$ cat config.mk
export PLATFORM = sky130hd
export DESIGN_NAME = clipped_rectangle_fill
export DESIGN_NICKNAME = d
export VERILOG_FILES = /design/src/hw/rtl/crf_pkg.sv /design/src/hw/rtl/crf_front.sv /design/src/hw/rtl/crf_queue.sv /design/src/hw/rtl/crf_back.sv /design/src/hw/rtl/clipped_rectangle_fill.sv
export SDC_FILE = /design/constraint.sdc
export NUM_CORES = 1
export LEC_CHECK = 0
export BUFFER_PORTS_ARGS = -buffer_cell sky130_fd_sc_hd__buf_2
export CAP_MARGIN = 10
export CORE_UTILIZATION = 60
export DETAILED_ROUTE_END_ITERATION = 10
export MAX_ROUTING_LAYER = met4
export PLACE_DENSITY = 0.78
export SYNTH_ARGS = -nofsm -noshare
export SYNTH_HDL_FRONTEND = slang
export SYNTH_HIERARCHICAL = 1
export SYNTH_SLANG_ARGS = --single-unit
$ cat constraint.sdc
create_clock -name clk -period 10.9 [get_ports clk]
set_clock_uncertainty 0.2 [all_clocks]
set_input_delay 1.09 -clock clk [delete_from_list [all_inputs] [get_ports clk]]
set_output_delay 1.09 -clock clk [all_outputs]
set_load 0.05 [all_outputs]
$ cat src/hw/rtl/crf_pkg.sv
// ----------------------------------------------------------------------------
// crf_pkg
// Shared types and constants for the clipped rectangle fill engine.
// ----------------------------------------------------------------------------
package crf_pkg;

  // Coordinate width of the latched rectangle and of the cursors.
  localparam int CW = 13;
  // Width of the pixel word.
  localparam int COLOUR_W = 32;
  // Width of the back buffer pixel offset.
  localparam int IDX_W = 25;
  // Input field width of positions and spans.
  localparam int POS_W = 16;
  // Configuration data width (widest register is the row pitch).
  localparam int CFG_DW = 14;
  localparam int CFG_AW = 2;
  // Depth of the queue between front and back (a power of two).
  localparam int QDEPTH = 4;

  // Command codes of the input word.
  typedef enum logic [1:0] {
    CMD_TICK    = 2'd0,
    CMD_ORIGIN  = 2'd1,
    CMD_CORNERS = 2'd2
  } crf_cmd_t;

  // Configuration register indexes.
  localparam logic [CFG_AW-1:0] REG_SCREEN_WIDTH  = 2'd0;
  localparam logic [CFG_AW-1:0] REG_SCREEN_HEIGHT = 2'd1;
  localparam logic [CFG_AW-1:0] REG_ROW_PITCH     = 2'd2;
  localparam logic [CFG_AW-1:0] REG_DISPLAY_READY = 2'd3;

  // Configuration reset values.
  localparam logic [CW-1:0]     RST_SCREEN_WIDTH  = 13'd640;
  localparam logic [CW-1:0]     RST_SCREEN_HEIGHT = 13'd480;
  localparam logic [CFG_DW-1:0] RST_ROW_PITCH     = 14'd640;

  // One classified word: either a tick or a clipped, non-empty start.
  typedef struct packed {
    logic                is_tick;
    logic [CW-1:0]       x0;
    logic [CW-1:0]       y0;
    logic [CW-1:0]       x1;
    logic [CW-1:0]       y1;
    logic [COLOUR_W-1:0] colour;
  } crf_item_t;

endpackage

$ cat src/hw/rtl/crf_front.sv
// ----------------------------------------------------------------------------
// crf_front
// Accepts input words, clips start commands to the screen and drops the
// words that can never have an effect.
// ----------------------------------------------------------------------------
module crf_front #(
  parameter int MAX_DIM = 4096
) (
  input  logic                          in_valid,
  input  logic                          q_full,
  input  logic [1:0]                    in_cmd,
  input  logic signed [crf_pkg::POS_W-1:0] in_pos_x,
  input  logic signed [crf_pkg::POS_W-1:0] in_pos_y,
  input  logic signed [crf_pkg::POS_W-1:0] in_span_x,
  input  logic signed [crf_pkg::POS_W-1:0] in_span_y,
  input  logic [crf_pkg::COLOUR_W-1:0]  in_fill_colour,
  input  logic [crf_pkg::CW-1:0]        cfg_screen_width,
  input  logic [crf_pkg::CW-1:0]        cfg_screen_height,
  input  logic                          cfg_display_ready,
  output logic                          push,
  output crf_pkg::crf_item_t            push_item
);
  import crf_pkg::*;

  localparam logic [CW:0] DIM_CAP = (CW+1)'(MAX_DIM);

  logic [CW:0]          w_eff, h_eff;
  logic signed [POS_W:0] w_s, h_s;
  logic signed [POS_W:0] px, py, sx, sy;
  logic signed [POS_W:0] sum_x, sum_y, ex, ey;
  logic                 origin_ok, origin_empty;
  logic signed [POS_W:0] lo_x, hi_x, lo_y, hi_y;
  logic signed [POS_W:0] cx0, cx1, cy0, cy1;
  logic                 corner_empty;
  logic                 keep;

  // Screen size saturated to the largest supported dimension.
  assign w_eff = ({1'b0, cfg_screen_width} > DIM_CAP) ? DIM_CAP : {1'b0, cfg_screen_width};
  assign h_eff = ({1'b0, cfg_screen_height} > DIM_CAP) ? DIM_CAP : {1'b0, cfg_screen_height};
  assign w_s   = signed'({{(POS_W-CW){1'b0}}, w_eff});
  assign h_s   = signed'({{(POS_W-CW){1'b0}}, h_eff});

  assign px = {in_pos_x[POS_W-1], in_pos_x};
  assign py = {in_pos_y[POS_W-1], in_pos_y};
  assign sx = {in_span_x[POS_W-1], in_span_x};
  assign sy = {in_span_y[POS_W-1], in_span_y};

  // Start by origin and size: origin must lie on screen, a negative or
  // overlong size reaches the screen edge.
  always_comb begin
    origin_ok    = (px >= 0) && (py >= 0) && (px < w_s) && (py < h_s);
    sum_x        = px + sx;
    sum_y        = py + sy;
    ex           = ((sx < 0) || (sum_x > w_s)) ? w_s : sum_x;
    ey           = ((sy < 0) || (sum_y > h_s)) ? h_s : sum_y;
    origin_empty = !((px < ex) && (py < ey));
  end

  // Start by corners: order the corners, then clamp them to the screen.
  always_comb begin
    lo_x = (px > sx) ? sx : px;
    hi_x = (px > sx) ? px : sx;
    lo_y = (py > sy) ? sy : py;
    hi_y = (py > sy) ? py : sy;
    cx0  = (lo_x < 0) ? '0 : lo_x;
    cy0  = (lo_y < 0) ? '0 : lo_y;
    cx1  = (hi_x > w_s) ? w_s : hi_x;
    cy1  = (hi_y > h_s) ? h_s : hi_y;
    corner_empty = !((cx0 < cx1) && (cy0 < cy1));
  end

  // Classification and the word handed to the queue.
  always_comb begin
    push_item        = '0;
    push_item.colour = in_fill_colour;
    keep             = 1'b0;
    case (in_cmd)
      CMD_TICK: begin
        keep              = 1'b1;
        push_item.is_tick = 1'b1;
      end
      CMD_ORIGIN: begin
        keep         = cfg_display_ready && origin_ok && !origin_empty;
        push_item.x0 = px[CW-1:0];
        push_item.y0 = py[CW-1:0];
        push_item.x1 = ex[CW-1:0];
        push_item.y1 = ey[CW-1:0];
      end
      CMD_CORNERS: begin
        keep         = cfg_display_ready && !corner_empty;
        push_item.x0 = cx0[CW-1:0];
        push_item.y0 = cy0[CW-1:0];
        push_item.x1 = cx1[CW-1:0];
        push_item.y1 = cy1[CW-1:0];
      end
      default: begin
        keep = 1'b0;
      end
    endcase
  end

  assign push = in_valid && !q_full && keep;

endmodule

$ cat src/hw/rtl/crf_queue.sv
// ----------------------------------------------------------------------------
// crf_queue
// Short register queue that decouples the classifying front from the
// executing back.
// ----------------------------------------------------------------------------
module crf_queue (
  input  logic               clk,
  input  logic               rst_n,
  input  logic               push,
  input  crf_pkg::crf_item_t push_item,
  input  logic               pop,
  output logic               full,
  output logic               head_valid,
  output crf_pkg::crf_item_t head_item
);
  import crf_pkg::*;

  localparam int QAW = $clog2(QDEPTH);

  crf_item_t        slots_r [QDEPTH];
  logic [QAW-1:0]   wr_ptr_r, wr_ptr_nxt;
  logic [QAW-1:0]   rd_ptr_r, rd_ptr_nxt;
  logic [QAW:0]     count_r, count_nxt;

  // Pointer and fill count bookkeeping.
  always_comb begin
    wr_ptr_nxt = push ? wr_ptr_r + 1'b1 : wr_ptr_r;
    rd_ptr_nxt = pop ? rd_ptr_r + 1'b1 : rd_ptr_r;
    count_nxt  = count_r + (QAW+1)'(push) - (QAW+1)'(pop);
  end

  always_ff @(posedge clk) begin
    if (!rst_n) begin
      wr_ptr_r <= '0;
      rd_ptr_r <= '0;
      count_r  <= '0;
    end else begin
      wr_ptr_r <= wr_ptr_nxt;
      rd_ptr_r <= rd_ptr_nxt;
      count_r  <= count_nxt;
    end
  end

  // Slot storage.
  always_ff @(posedge clk) begin
    if (push) begin
      slots_r[wr_ptr_r] <= push_item;
    end
  end

  assign full       = (count_r == (QAW+1)'(QDEPTH));
  assign head_valid = (count_r != '0);
  assign head_item  = slots_r[rd_ptr_r];

endmodule

$ cat src/hw/rtl/crf_back.sv
// ----------------------------------------------------------------------------
// crf_back
// Executes queued words: latches rectangles, walks the cursor in row-major
// order on ticks and holds each pixel write in an output register.
// ----------------------------------------------------------------------------
module crf_back #(
  parameter int MAX_PITCH = 8192
) (
  input  logic                           clk,
  input  logic                           rst_n,
  input  logic                           head_valid,
  input  crf_pkg::crf_item_t             head_item,
  output logic                           pop,
  input  logic [crf_pkg::CFG_DW-1:0]     cfg_row_pitch,
  output logic                           out_valid,
  input  logic                           out_stall,
  output logic [crf_pkg::IDX_W-1:0]      out_pixel_index,
  output logic [crf_pkg::COLOUR_W-1:0]   out_pixel_value,
  output logic                           out_last_pixel
);
  import crf_pkg::*;

  localparam int PROD_W = CW + CFG_DW;
  localparam logic [CFG_DW:0] PITCH_CAP = (CFG_DW+1)'(MAX_PITCH);

  logic                busy_r, busy_nxt;
  logic [CW-1:0]       cursor_x_r, cursor_x_nxt;
  logic [CW-1:0]       cursor_y_r, cursor_y_nxt;
  logic [CW-1:0]       row_first_x_r, row_first_x_nxt;
  logic [CW-1:0]       row_end_x_r, row_end_x_nxt;
  logic [CW-1:0]       rect_end_y_r, rect_end_y_nxt;
  logic [COLOUR_W-1:0] colour_r, colour_nxt;
  logic                out_valid_r, out_valid_nxt;
  logic [IDX_W-1:0]    out_index_r, out_index_nxt;
  logic [COLOUR_W-1:0] out_value_r, out_value_nxt;
  logic                out_last_r, out_last_nxt;

  logic [CFG_DW-1:0]   pitch_eff;
  logic [PROD_W-1:0]   row_base;
  logic [PROD_W-1:0]   pixel_sum;
  logic [CW-1:0]       x_inc;
  logic [CW-1:0]       y_inc;
  logic                last;
  logic                emit;
  logic                out_free;

  // Pixel offset of the cursor: one multiply and one add.
  always_comb begin
    pitch_eff = ({1'b0, cfg_row_pitch} > PITCH_CAP) ? PITCH_CAP[CFG_DW-1:0] : cfg_row_pitch;
    row_base  = PROD_W'(cursor_y_r) * PROD_W'(pitch_eff);
    pixel_sum = row_base + PROD_W'(cursor_x_r);
  end

  // End-of-rectangle test and cursor increments.
  always_comb begin
    x_inc = cursor_x_r + 1'b1;
    y_inc = cursor_y_r + 1'b1;
    last  = (({1'b0, cursor_x_r} + 1'b1) >= {1'b0, row_end_x_r}) &&
            (({1'b0, cursor_y_r} + 1'b1) >= {1'b0, rect_end_y_r});
  end

  // A tick emits only while a fill runs; it waits for a free output slot.
  assign emit     = head_item.is_tick && busy_r;
  assign out_free = !out_valid_r || !out_stall;
  assign pop      = head_valid && (!emit || out_free);

  // Next state of the engine and of the output register.
  always_comb begin
    busy_nxt        = busy_r;
    cursor_x_nxt    = cursor_x_r;
    cursor_y_nxt    = cursor_y_r;
    row_first_x_nxt = row_first_x_r;
    row_end_x_nxt   = row_end_x_r;
    rect_end_y_nxt  = rect_end_y_r;
    colour_nxt      = colour_r;
    out_valid_nxt   = out_free ? 1'b0 : out_valid_r;
    out_index_nxt   = out_index_r;
    out_value_nxt   = out_value_r;
    out_last_nxt    = out_last_r;
    if (pop) begin
      if (head_item.is_tick) begin
        if (busy_r) begin
          out_valid_nxt = 1'b1;
          out_index_nxt = pixel_sum[IDX_W-1:0];
          out_value_nxt = colour_r;
          out_last_nxt  = last;
          if (x_inc >= row_end_x_r) begin
            cursor_x_nxt = row_first_x_r;
            cursor_y_nxt = y_inc;
          end else begin
            cursor_x_nxt = x_inc;
          end
          if (last) begin
            busy_nxt = 1'b0;
          end
        end
      end else if (!busy_r) begin
        busy_nxt        = 1'b1;
        cursor_x_nxt    = head_item.x0;
        cursor_y_nxt    = head_item.y0;
        row_first_x_nxt = head_item.x0;
        row_end_x_nxt   = head_item.x1;
        rect_end_y_nxt  = head_item.y1;
        colour_nxt      = head_item.colour;
      end
    end
  end

  // Control state.
  always_ff @(posedge clk) begin
    if (!rst_n) begin
      busy_r      <= 1'b0;
      out_valid_r <= 1'b0;
    end else begin
      busy_r      <= busy_nxt;
      out_valid_r <= out_valid_nxt;
    end
  end

  // Rectangle, cursor and output payload.
  always_ff @(posedge clk) begin
    cursor_x_r    <= cursor_x_nxt;
    cursor_y_r    <= cursor_y_nxt;
    row_first_x_r <= row_first_x_nxt;
    row_end_x_r   <= row_end_x_nxt;
    rect_end_y_r  <= rect_end_y_nxt;
    colour_r      <= colour_nxt;
    out_index_r   <= out_index_nxt;
    out_value_r   <= out_value_nxt;
    out_last_r    <= out_last_nxt;
  end

  assign out_valid       = out_valid_r;
  assign out_pixel_index = out_index_r;
  assign out_pixel_value = out_value_r;
  assign out_last_pixel  = out_last_r;

`ifndef SYNTHESIS
  // While a fill runs the cursor stays inside the latched rectangle.
  a_cursor_inside: assert property (@(posedge clk) disable iff (!rst_n)
    busy_r |-> (cursor_x_r < row_end_x_r) && (cursor_y_r < rect_end_y_r) &&
               (row_first_x_r <= cursor_x_r))
    else $error("cursor left the latched rectangle");

  // The final pixel of a rectangle ends the fill.
  a_last_ends_fill: assert property (@(posedge clk) disable iff (!rst_n)
    (pop && emit && last) |=> !busy_r)
    else $error("engine still busy after final pixel");

  // A pixel write is only produced by a tick during a fill.
  a_emit_source: assert property (@(posedge clk) disable iff (!rst_n)
    (out_valid_r && !$past(out_valid_r)) |-> $past(pop && emit))
    else $error("pixel write appeared without a tick during a fill");
`endif

endmodule

$ cat src/hw/rtl/clipped_rectangle_fill.sv
// ----------------------------------------------------------------------------
// clipped_rectangle_fill
// Rectangle fill engine with screen clipping: start commands latch a clipped
// rectangle while idle, each tick during a fill emits one pixel write in
// row-major order through a queue slot and then the output register.
// Throughput: one word per cycle while in_stall and out_stall are low; the
// cursor-times-pitch multiply and add into the output register is the
// longest path at this rate.
// Reset: registers return to 640x480, pitch 640, display not ready; the queue
// empties and the engine goes idle.
// ----------------------------------------------------------------------------
module clipped_rectangle_fill #(
  parameter int MAX_DIM   = 4096,
  parameter int MAX_PITCH = 8192
) (
  input  logic                             clk,
  input  logic                             rst_n,
  input  logic                             cfg_we,
  input  logic [crf_pkg::CFG_AW-1:0]       cfg_index,
  input  logic [crf_pkg::CFG_DW-1:0]       cfg_wdata,
  input  logic                             in_valid,
  output logic                             in_stall,
  input  logic [1:0]                       in_cmd,
  input  logic signed [crf_pkg::POS_W-1:0] in_pos_x,
  input  logic signed [crf_pkg::POS_W-1:0] in_pos_y,
  input  logic signed [crf_pkg::POS_W-1:0] in_span_x,
  input  logic signed [crf_pkg::POS_W-1:0] in_span_y,
  input  logic [crf_pkg::COLOUR_W-1:0]     in_fill_colour,
  output logic                             out_valid,
  input  logic                             out_stall,
  output logic [crf_pkg::IDX_W-1:0]        out_pixel_index,
  output logic [crf_pkg::COLOUR_W-1:0]     out_pixel_value,
  output logic                             out_last_pixel
);
  import crf_pkg::*;

  logic [CW-1:0]     screen_width_r;
  logic [CW-1:0]     screen_height_r;
  logic [CFG_DW-1:0] row_pitch_r;
  logic              display_ready_r;

  logic      q_full;
  logic      push;
  crf_item_t push_item;
  logic      pop;
  logic      head_valid;
  crf_item_t head_item;

  // Configuration registers.
  always_ff @(posedge clk) begin
    if (!rst_n) begin
      screen_width_r  <= RST_SCREEN_WIDTH;
      screen_height_r <= RST_SCREEN_HEIGHT;
      row_pitch_r     <= RST_ROW_PITCH;
      display_ready_r <= 1'b0;
    end else if (cfg_we) begin
      case (cfg_index)
        REG_SCREEN_WIDTH:  screen_width_r  <= cfg_wdata[CW-1:0];
        REG_SCREEN_HEIGHT: screen_height_r <= cfg_wdata[CW-1:0];
        REG_ROW_PITCH:     row_pitch_r     <= cfg_wdata;
        REG_DISPLAY_READY: display_ready_r <= cfg_wdata[0];
        default: begin
        end
      endcase
    end
  end

  assign in_stall = q_full;

  crf_front #(
    .MAX_DIM (MAX_DIM)
  ) u_front (
    .in_valid          (in_valid),
    .q_full            (q_full),
    .in_cmd            (in_cmd),
    .in_pos_x          (in_pos_x),
    .in_pos_y          (in_pos_y),
    .in_span_x         (in_span_x),
    .in_span_y         (in_span_y),
    .in_fill_colour    (in_fill_colour),
    .cfg_screen_width  (screen_width_r),
    .cfg_screen_height (screen_height_r),
    .cfg_display_ready (display_ready_r),
    .push              (push),
    .push_item         (push_item)
  );

  crf_queue u_queue (
    .clk        (clk),
    .rst_n      (rst_n),
    .push       (push),
    .push_item  (push_item),
    .pop        (pop),
    .full       (q_full),
    .head_valid (head_valid),
    .head_item  (head_item)
  );

  crf_back #(
    .MAX_PITCH (MAX_PITCH)
  ) u_back (
    .clk             (clk),
    .rst_n           (rst_n),
    .head_valid      (head_valid),
    .head_item       (head_item),
    .pop             (pop),
    .cfg_row_pitch   (row_pitch_r),
    .out_valid       (out_valid),
    .out_stall       (out_stall),
    .out_pixel_index (out_pixel_index),
    .out_pixel_value (out_pixel_value),
    .out_last_pixel  (out_last_pixel)
  );

endmodule
Yosys cells after proc, flatten, opt, wreduce, memory -nomap -nowiden
Memories as Yosys holds them, arrays and structs flattened. A register that Yosys moved wholly into a read port is not among the register bits.
Cells that the tools add are included.
{"block": "word_totals", "n_memories": 1, "out_inout_bits": 60, "in_bits": 119, "ram_bits": 340, "reg_bits": 205}
{"name": "u_queue.slots_r", "words": 4, "width": 85, "read_ports": 1, "rd_clocked_by_memory_dff": 1, "write_ports": 1, "line": "crf_queue.sv:20", "source": "crf_item_t slots_r [QDEPTH];"}
{"block": "op_classes", "n_mux": 35, "n_mul": 1, "reduce_logical": 32, "bitwise_logic": 2, "n_eq_ne": 9, "addsub": 11, "n_lt_le_gt_ge": 24}
{"cell": "$mux 17", "count": 10}
{"cell": "$mux 13", "count": 10}
{"cell": "$pmux 52 s2", "count": 1}
{"cell": "$gt 17x15->1", "count": 4}
{"cell": "$add 16x16->17", "count": 2}
{"cell": "$lt 16x17->1", "count": 2}
{"cell": "$lt 17x1->1 const B", "count": 2}
{"cell": "$lt 17x17->1", "count": 2}
{"cell": "$ge 16x1->1 const B", "count": 2}
{"cell": "$gt 16x16->1", "count": 2}
{"cell": "$lt 16x1->1 const B", "count": 2}
{"cell": "$lt 16x14->1", "count": 2}
{"cell": "$add 13x1->14 const B", "count": 2}
{"cell": "$ge 14x13->1", "count": 2}
{"cell": "$add 13x1->13 const B", "count": 2}
{"cell": "$gt 13x13->1 const B", "count": 2}
{"cell": "$add 25x13->25", "count": 1}
{"cell": "$mul 13x14->25", "count": 1}
{"cell": "$gt 14x14->1 const B", "count": 1}
{"cell": "$mux 14", "count": 1}
{"cell": "$ge 13x13->1", "count": 1}
{"cell": "$logic_and 1x1->1", "count": 13}
{"cell": "$mux 1", "count": 10}
{"cell": "$reduce_and 3->1", "count": 3}
{"cell": "17 further kinds", "count": 34}

Depth between registers and ports, before layout
Gate-level depths: netlist of the first run.
{"block": "logic_depth", "depth_word": 12, "mapped_depth": 39, "ltp_nobuf": 34}

Cells and area by module
Netlist of the first run, hierarchy kept.
{"module": "crf_queue", "seq_area_each_um2": 10390.0, "instances": 1, "cells_each": 487, "area_each_um2": 12763.5}
{"module": "crf_back", "seq_area_each_um2": 4694.5, "instances": 1, "cells_each": 1141, "area_each_um2": 12662.1}
{"module": "crf_front", "seq_area_each_um2": 0.0, "instances": 1, "cells_each": 1148, "area_each_um2": 8365.5}
{"module": "clipped_rectangle_fill", "seq_area_each_um2": 820.8, "instances": 1, "cells_each": 161, "area_each_um2": 1611.5}

Least setup slack after synthesis of the first run
OpenSTA, ideal clock, no wires.
{"block": "synth_path", "path_type": "input to register", "startpoint": "input port in_span_x[15] (netlist name)", "endpoint": "memory u_queue/slots_r[0][0] (netlist name) (enable)", "slack_ns": 1.477, "setup_ns": 0.453, "required_ns": 10.247, "arrival_time_ns": 8.770, "cell_stages": 30, "n_path_buf": 4, "cell_sequence": "clkbuf_1 -> inv_1 -> ha_1 -> clkbuf_1 -> inv_1 -> or4_1 -> o21ai_1 -> buf_2 -> mux2i_1 -> inv_1 -> ha_1 -> o21ai_0 -> a211oi_1 -> o21ai_0 -> a221oi_1 -> mux2i_1 -> clkbuf_1 -> a21oi_1 -> ha_1 -> a21o_1 -> a21o_1 -> a21oi_1 -> o21ai_0 -> a21oi_1 -> o31a_1 -> o2111ai_1 -> nand2_1 -> o311ai_0 -> o21ai_1 -> and2_1"}
{"block": "synth_via", "elab_chain_cells": 11}
{"item": "start, declared", "line": "clipped_rectangle_fill.sv:26", "source": "input logic signed [crf_pkg::POS_W-1:0] in_span_x,"}
{"item": "$gt 16x16->1 or $add 16x16->17 (tied branches)", "line": "crf_front.sv:61, crf_front.sv:62, crf_front.sv:52"}
{"item": "$mux 17, or another cell as far along", "line": "crf_front.sv:61", "source": "lo_x = (px > sx) ? sx : px;"}
{"item": "$lt 17x1->1, or another cell as far along", "line": "crf_front.sv:65", "source": "cx0 = (lo_x < 0) ? '0 : lo_x;"}
{"item": "$mux 17, on equally long branches", "line": "crf_front.sv:65, crf_front.sv:54, crf_front.sv:67"}
{"item": "$lt 17x17->1 or $lt 16x17->1 (tied branches)", "line": "crf_front.sv:69, crf_front.sv:56"}
{"item": "$logic_and 1x1->1, on equally long branches", "line": "crf_front.sv:69, crf_front.sv:56"}
{"item": "$logic_and 1x1->1, on equally long branches", "line": "crf_front.sv:90, crf_front.sv:83"}
{"item": "$pmux 1 s3 (*)", "line": "crf_front.sv:77", "source": "case (in_cmd)"}
{"item": "$logic_and 1x1->1 (*)", "line": "crf_front.sv:102", "source": "assign push = in_valid && !q_full && keep;"}
{"item": "named net push", "line": "clipped_rectangle_fill.sv:43", "source": "logic push;"}
{"item": "$mux 1 (*)", "line": "crf_queue.sv:46", "source": "if (push) begin"}
{"item": "$mux 1 (not written as such) (*)", "line": "crf_queue.sv:47", "source": "slots_r[wr_ptr_r] <= push_item;"}
{"item": "end, declared", "line": "crf_queue.sv:20"}
Mark *: on every way through the listed nets, which the timed path passes. The rest lies on a longest branch.

Worst setup path in the final report of the first run
{"block": "layout_path", "startpoint": "input port in_span_x[15] (netlist name)", "endpoint": "memory u_queue/slots_r[3][17] (netlist name) (enable)"}
The elaborated chain is that of the path after synthesis.

==> results of run 1 <==
## synth_stat cells (9+ instances only)
library cell / n / area (um2)
mux4_2: 85 / 1914
nor2b_1: 75 / 469.2
o21bai_1: 10 / 75.07
buf_2: 18 / 90.09
o211ai_1: 19 / 142.6
nand2_1: 226 / 848.3
a31oi_1: 14 / 87.58
a21oi_1: 125 / 625.6
xnor2_1: 62 / 543.0
nand3b_1: 19 / 142.6
a211oi_1: 23 / 172.7
clkbuf_1: 73 / 274.0
o21ai_0: 61 / 305.3
nand3_1: 25 / 125.1
nor3_1: 15 / 75.07
o22ai_1: 25 / 156.4
fa_1: 143 / 2863
buf_4: 40 / 300.3
a21o_1: 30 / 225.2
ha_1: 322 / 4029
nand4_1: 39 / 244.0
inv_1: 302 / 1134
a22oi_1: 27 / 202.7
mux2_2: 20 / 225.2
mux2i_1: 96 / 960.9
dfxtp_1: 52 / 1041
and2_1: 128 / 800.8
xor2_1: 18 / 157.7
or2_2: 9 / 56.30
nor4_1: 11 / 68.82
o31ai_1: 16 / 120.1
nand2b_1: 15 / 93.84
o21a_1: 14 / 105.1
edfxtp_1: 495 / 14860
nor2_1: 151 / 566.8
## path summary, 6_finish.rpt
kind                                              startpoint                              endpoint  slack [ns]  cells past startpoint
worst max-delay path                           in_span_x[15]      u_queue/slots_r[3][17]$_DFFE_PP_        1.55                     30
worst max register to register  row_pitch_r[13]$_SDFFE_PN0P_  u_back/out_pixel_index[24]$_DFFE_PP_        3.32                     19
worst min-delay path            u_back/colour_r[8]$_DFFE_PP_   u_back/out_pixel_value[8]$_DFFE_PP_        0.22                      0
worst min register to register  u_back/colour_r[8]$_DFFE_PP_   u_back/out_pixel_value[8]$_DFFE_PP_        0.22                      0
## cell families after synthesis
logic type / count (synthesis)
AND/OR/NAND/NOR: 747
adder cells (fa/ha/maj): 465
XOR/XNOR: 81
AO/OA/AOI/OAI: 438
multiplexers: 204
flip-flops: 547
buffers and inverters: 455
## registers in the layout, indices dropped and copies added, names as in the netlist, named ones only
name	cells
row_pitch_r	14
screen_height_r	13
u_back/busy_r	1
u_back/out_pixel_index	25
u_queue/count_r	3
u_back/rect_end_y_r	13
u_back/row_end_x_r	13
u_queue/slots_r	340
screen_width_r	13
u_back/out_pixel_value	32
u_back/row_first_x_r	13
u_back/cursor_y_r	13
u_queue/wr_ptr_r	2
u_queue/rd_ptr_r	2
u_back/cursor_x_r	13
u_back/colour_r	32
u_back/out_valid	1
u_back/out_last_pixel	1
display_ready_r	1
## worst register-to-register path, delay by kind of cell, from the launching register on
kind                     cells  cell delay (ns)
buffers and inverters        3             0.16
flip-flops                   1             0.58
XOR/XNOR                     1             0.16
AND/OR/NAND/NOR              2             1.24
AO/OA/AOI/OAI                6             1.59
adder cells (fa/ha/maj)      7             3.42
## area by class of cell
| cell class | instances | area [um2] |
|---|---|---|
| Fill cell | 4080 | 19490 |
| Multi-Input combinational cell | 1935 | 17520 |
| Sequential cell | 547 | 15910 |
| Clock buffer | 63 | 1343 |
| Timing Repair Buffer | 212 | 1209 |
| Inverter | 306 | 1149 |
| Tap cell | 765 | 957.2 |
| Clock inverter | 33 | 441.7 |
| Antenna cell | 2 | 5.005 |
## routing by layer
layer,part of all wire [%],GRT usage (%),vias to the layer above,wire length (um)
li1,-,-,10750,-
met1,40,39.77,11900,36210
met2,49,51.33,1144,44150
met3,6.6,3.652,210,5963
met4,3.9,11.80,0,3546
met5,0,-,-,0
## power groups by stage
stage                     clock network [uW]  registers (uW)  logic (uW)
after floorplan                            0            3140        3430
after global placement                     0            3110        4380
after detailed placement                   0            3140        4550
after CTS                               1910            3110        4660
after global routing                    1980            3140        5180
final                                   1880            3100        4690
## metrics by stage
| step | hold WS, ns | area (um2) | setup slack, ns |
|---|---|---|---|
| global route | 0.2252 | 38540 | 1.007 |
| CTS | 0.2224 | 38530 | 1.734 |
| global placement | 0.2005 | 36750 | 1.228 |
| finish | 0.2196 | 38540 | 1.547 |
| floorplan | 0.2003 | 35400 | 1.477 |
| detailed placement | 0.2054 | 36750 | 1.124 |
==> impl_metrics.yaml, run 1 <==
placed_design:
  gp_congestion: 0.9830
  dp_hpwl_um: 64800
  port_buffers: 178
  placedCellCount: 3765
timing:
  period_share_pct: 85.80
  slew_headroom_pct: 17.61
  rsz0062_at_grt: "no"
  drv_slew: 0
  hold_violations: 0
  post-route-min-period_ns: 9.353
  max_freq_ghz: 0.1069
  worst_pin_slew_ns: 1.233
  setup_viol: 0
  setup_tns_ns: 0
finish:
  drive_gt1_share_pct: 14.18
  fin_util_pct: 66.42
  syn_to_final_growth_pct: 8.860
  final_cells: 3863
  final_cell_mix: "edfxtp_1 (495), ha_1 (322), inv_1 (302)"
  layout_commonest_cell: "edfxtp_1"
  nNetsFinal: 3638
floorplanning:
  dieWidth_um: 244.9
  pin_count: 179
  coreArea_um2: 58030
  initial_core_util_pct: 61.01
  die_h_um: 244.9
  dieArea_um2: 59980
  rows: 88
synthesis:
  muxShareOfSynthArea_pct: 8.885
  synth-xor-area-share_pct: 2.046
  synthAdderAreaFrac_pct: 19.47
  synth_compound_area_share_pct: 8.362
  synth-simple-area-share_pct: 10.62
  seq_area_frac_synth_pct: 44.93
  synth_top_family_by_area: "adder cells"
  yosys_register_bits: 547
  synth_edf_count: 495
  synthCells: 2937
  syn_area_um2: 35400
  ys_warn_count: 6
  synth_flop_cell: "edfxtp_1"
  async_flop_share_pct: 0
  avgSynthCellArea_um2: 12.05
  synth_nets: 3521
  ys_types: 89
clocking:
  clockRootBuffer: "clkbuf_16"
  ctsHoldBuffers: 0
  cts-resized-gates: 0
  clock_latency_ns: 0.60
  post-cts-setup-buffer-count: 0
  clockBufferDepth: 3
  cts.sinks: 547
  numCtsBuffers: 52
  htree_levels: 2
  cts_tree: "built"
  clkSlewWorstSetupHoldPaths_ns: 0.06
detailed_routing:
  wl_per_cell_um: 23.26
  drt_iter0_markers: 2186
  drt-pass1-iter-count: 6
  routed_wl_um: 89870
  viasPerCell: 6.213
  drc: 0
  vias: 24000
  drtAntennaViolNets: 0
min_path:
  hp-class: "reg -> reg"
power_and_ir_drop:
  ir_drop_mv: 0.4229
  p_clk_share_pct: 19.5
  pwr-share-comb_pct: 48.4
  power.density_nw_per_um2: 251.0
  swShare_pct: 40.23
  p_sw_uw: 3891
  power_frac_seq_pct: 32.1
  p_int_uw: 5781
  p_leak_uw: 0.01584
  totalPowerFinal_uw: 9672
setup_path:
  cp_slowest_cell: "and2_4"
  path_buf_inv: 5
  startpoint_type: "input port"
  crit_type: "in -> reg"
  cpPeakStageDelay_ns: 0.70
  path_max_fanout: 41
  cp.arrival_ns: 9.44
  setup.worst_path.end_class: "flop"
  path_delay_family: "compound AO/OA/AOI/OAI gates"
  cp.required_ns: 10.98
global_route:
  first_global_vias: 24620
  antenna_found_initial: 2
  grt_use_total_pct: 31.18
  grt_max_degree: 72
  grt_pass1_wl_um: 139300
  grt_overflow: 0
outcome:
  status: "finished, final reports clean"
job:
  cap_violations: 0
Note: power is estimated with default switching activity, not from simulation.
==> run 2: changes to the inputs <==
--- a/config.mk
+++ b/config.mk
@@ -5,10 +5,11 @@
 export SDC_FILE = /design/constraint.sdc
 export NUM_CORES = 1
 export LEC_CHECK = 0
-export BUFFER_PORTS_ARGS = -buffer_cell sky130_fd_sc_hd__buf_2
+export ABC_AREA = 1
 export CAP_MARGIN = 10
-export CORE_UTILIZATION = 60
+export CORE_UTILIZATION = 62
 export DETAILED_ROUTE_END_ITERATION = 10
+export DONT_BUFFER_PORTS = 1
 export MAX_ROUTING_LAYER = met4
 export PLACE_DENSITY = 0.78
 export SYNTH_ARGS = -nofsm -noshare
==> impl_metrics.yaml, run 2 <==
global_route:
  use_met3_pct: 4.220
  antenna_found_initial: 0
  grt_util_met1_pct: 39.14
  grt_pass1_wl_um: 140900
  grt_overflow: 0
  grt_max_degree: 220
  first_global_vias: 26410
  grt_use_total_pct: 29.30
  grt.busiest_layer: "met2"
  grtUsageMet2_pct: 45.71
synthesis:
  syn_area_um2: 38640
  seq_area_frac_synth_pct: 41.17
  synthTopCellsByArea: "edfxtp_1 (38%), ha_1 (10%), nand2_1 (9.4%)"
  ys_warn_count: 6
  synth_top_cells_by_count: "nand2_1 (968), inv_1 (724), edfxtp_1 (495)"
  yosys_register_bits: 547
  synth_most_common_cell: "nand2_1"
  synth_nets: 4825
  async_flop_share_pct: 0
  ys_types: 65
  synth_flop_cell: "edfxtp_1"
  synth_top_area_share_pct: 38.47
  synthCells: 4241
  synth_edf_count: 495
  avgSynthCellArea_um2: 9.110
  synth_area_leader_cell: "edfxtp_1"
timing:
  worst_pin_slew_ns: 1.196
  rsz0062_at_grt: "no"
  slew_headroom_pct: 20.30
  fin_ws_ns: 2.620
  drv_slew: 0
  period_share_pct: 75.97
  setup_viol: 0
  max_freq_ghz: 0.1208
  hold_violations: 0
  setup_tns_ns: 0
  post-route-min-period_ns: 8.280
finish:
  drive_gt1_share_pct: 9.386
  final_cell_mix: "nand2_1 (968), inv_1 (720), edfxtp_1 (495)"
  fill_cells: 4898
  layout_commonest_cell: "nand2_1"
  diodes: 0
  syn_to_final_growth_pct: 4.453
  fin_util_pct: 65.52
  largest_register_ffs: 340
  regMostFlops: "u_queue/slots_r"
  nNetsFinal: 4727
setup_path:
  crit_type: "in -> reg"
  cp.arrival_ns: 8.42
  cpPeakStageDelay_ns: 0.87
  startpoint_type: "input port"
  crit_top_cell: "nand2_1"
  cp.required_ns: 11.04
  path_max_fanout: 59
  setup.worst_path.end_class: "flop"
  cp_slowest_cell: "clkinv_2"
clocking:
  htree_levels: 2
  numCtsBuffers: 52
  clock_latency_ns: 0.61
  post-cts-setup-buffer-count: 0
  cts-resized-gates: 0
  ctsHoldBuffers: 0
  clockBufferDepth: 3
  clkSlewWorstSetupHoldPaths_ns: 0.06
  clockRootBuffer: "clkbuf_16"
  cts.sinks: 547
  cts_tree: "built"
floorplanning:
  coreArea_um2: 61600
  pin_count: 179
  dieWidth_um: 251.6
  die_h_um: 251.6
  dieArea_um2: 63320
  rows: 91
  initial_core_util_pct: 62.72
power_and_ir_drop:
  totalPowerFinal_uw: 10820
  p_leak_uw: 0.01815
  ir_drop_mv: 0.3193
  power.density_nw_per_um2: 268.1
detailed_routing:
  vias: 27790
  routed_wl_um: 89970
  drt_iter0_markers: 2471
  wl_per_cell_um: 17.91
  drtAntennaViolNets: 0
  drc: 0
  drt-pass1-iter-count: 6
  viasPerCell: 5.530
placed_design:
  dp_slack_ns: 2.148
  dp_hpwl_um: 67170
  gp_congestion: 1.004
  port_buffers: 0
min_path:
  hp-class: "reg -> reg"
outcome:
  status: "finished, final reports clean"
job:
  cap_violations: 0
==> run 2: cell types whose count changed after synthesis, moves of 86 or more <==
cell      before  now
nand3_1       25  159
and2_1       128    2
mux2i_1       96    0
a21oi_1      125  216
nand2_1      226  968
inv_1        302  724
nor2_1       151  278
o211ai_2       0   86
==> run 2: stage by stage <==
step                      cell area [um2]  cells  hold WS [ns]
after floorplan                     38640   4241        0.2003
after global placement              38710   4926        0.2004
after detailed placement            38710   4926        0.2045
after CTS                           40360   5024        0.2138
after global routing                40360   5024        0.2168
final                               40360   5024        0.2104
==> run 2: logic make-up (layout without fill, tap and decap cells) <==
group | Yosys count | after routing | share of synthesized area (%)
AOI/OAI and AO/OA | 634 | 634 | 11.29
DFF | 547 | 547 | 41.17
and+or+nand+nor | 1605 | 1605 | 17.90
adders and majority gates | 465 | 465 | 17.84
buffers and inverters | 929 | 875 | 10.42
xor gates and xnor gates | 61 | 61 | 1.383
==> run 2: report_power, final <==
group	switching, uW	total [uW]	internal (uW)
sequential	516	3470	2950
combinational	3640	5630	1990
clock	763	1720	961
==> run 2: critical path: cells and delay by family <==
kind            cells  cell delay (ns)
compound gates      3             0.40
xor+xnor            1             0.25
fa+ha+maj           4             1.19
buf+inv             8             2.26
simple gates       23             3.16
==> run 2: layer usage <==
metal	vias up	wire length, um
met3	168	6705
met2	1032	41370
li1	13610	-
met5	-	0
met4	0	3456
met1	12980	38440
==> run 2: final timing paths <==
kind	start	end	slack, ns	cells past startpoint
worst max-delay path	in_pos_y[0]	u_queue/slots_r[3][65]$_DFFE_PP_	2.62	39
worst min-delay path	u_back/colour_r[27]$_DFFE_PP_	u_back/out_pixel_value[27]$_DFFE_PP_	0.21	0
worst max register to register	screen_height_r[7]$_SDFFE_PN1P_	u_queue/slots_r[3][65]$_DFFE_PP_	3.18	37
worst min register to register	u_back/colour_r[27]$_DFFE_PP_	u_back/out_pixel_value[27]$_DFFE_PP_	0.21	0
==> run 2: final cells by class <==
type | instances | area, um2 | share of cell area (%)
tap | 837 | 1047 | 2.595
clock buffer | 68 | 1361 | 3.373
timing repair buffer | 19 | 155.1 | 0.3844
inverter | 758 | 2872 | 7.115
multi-input combinational | 2765 | 18730 | 46.41
clock inverter | 30 | 281.5 | 0.6976
sequential | 547 | 15910 | 39.43
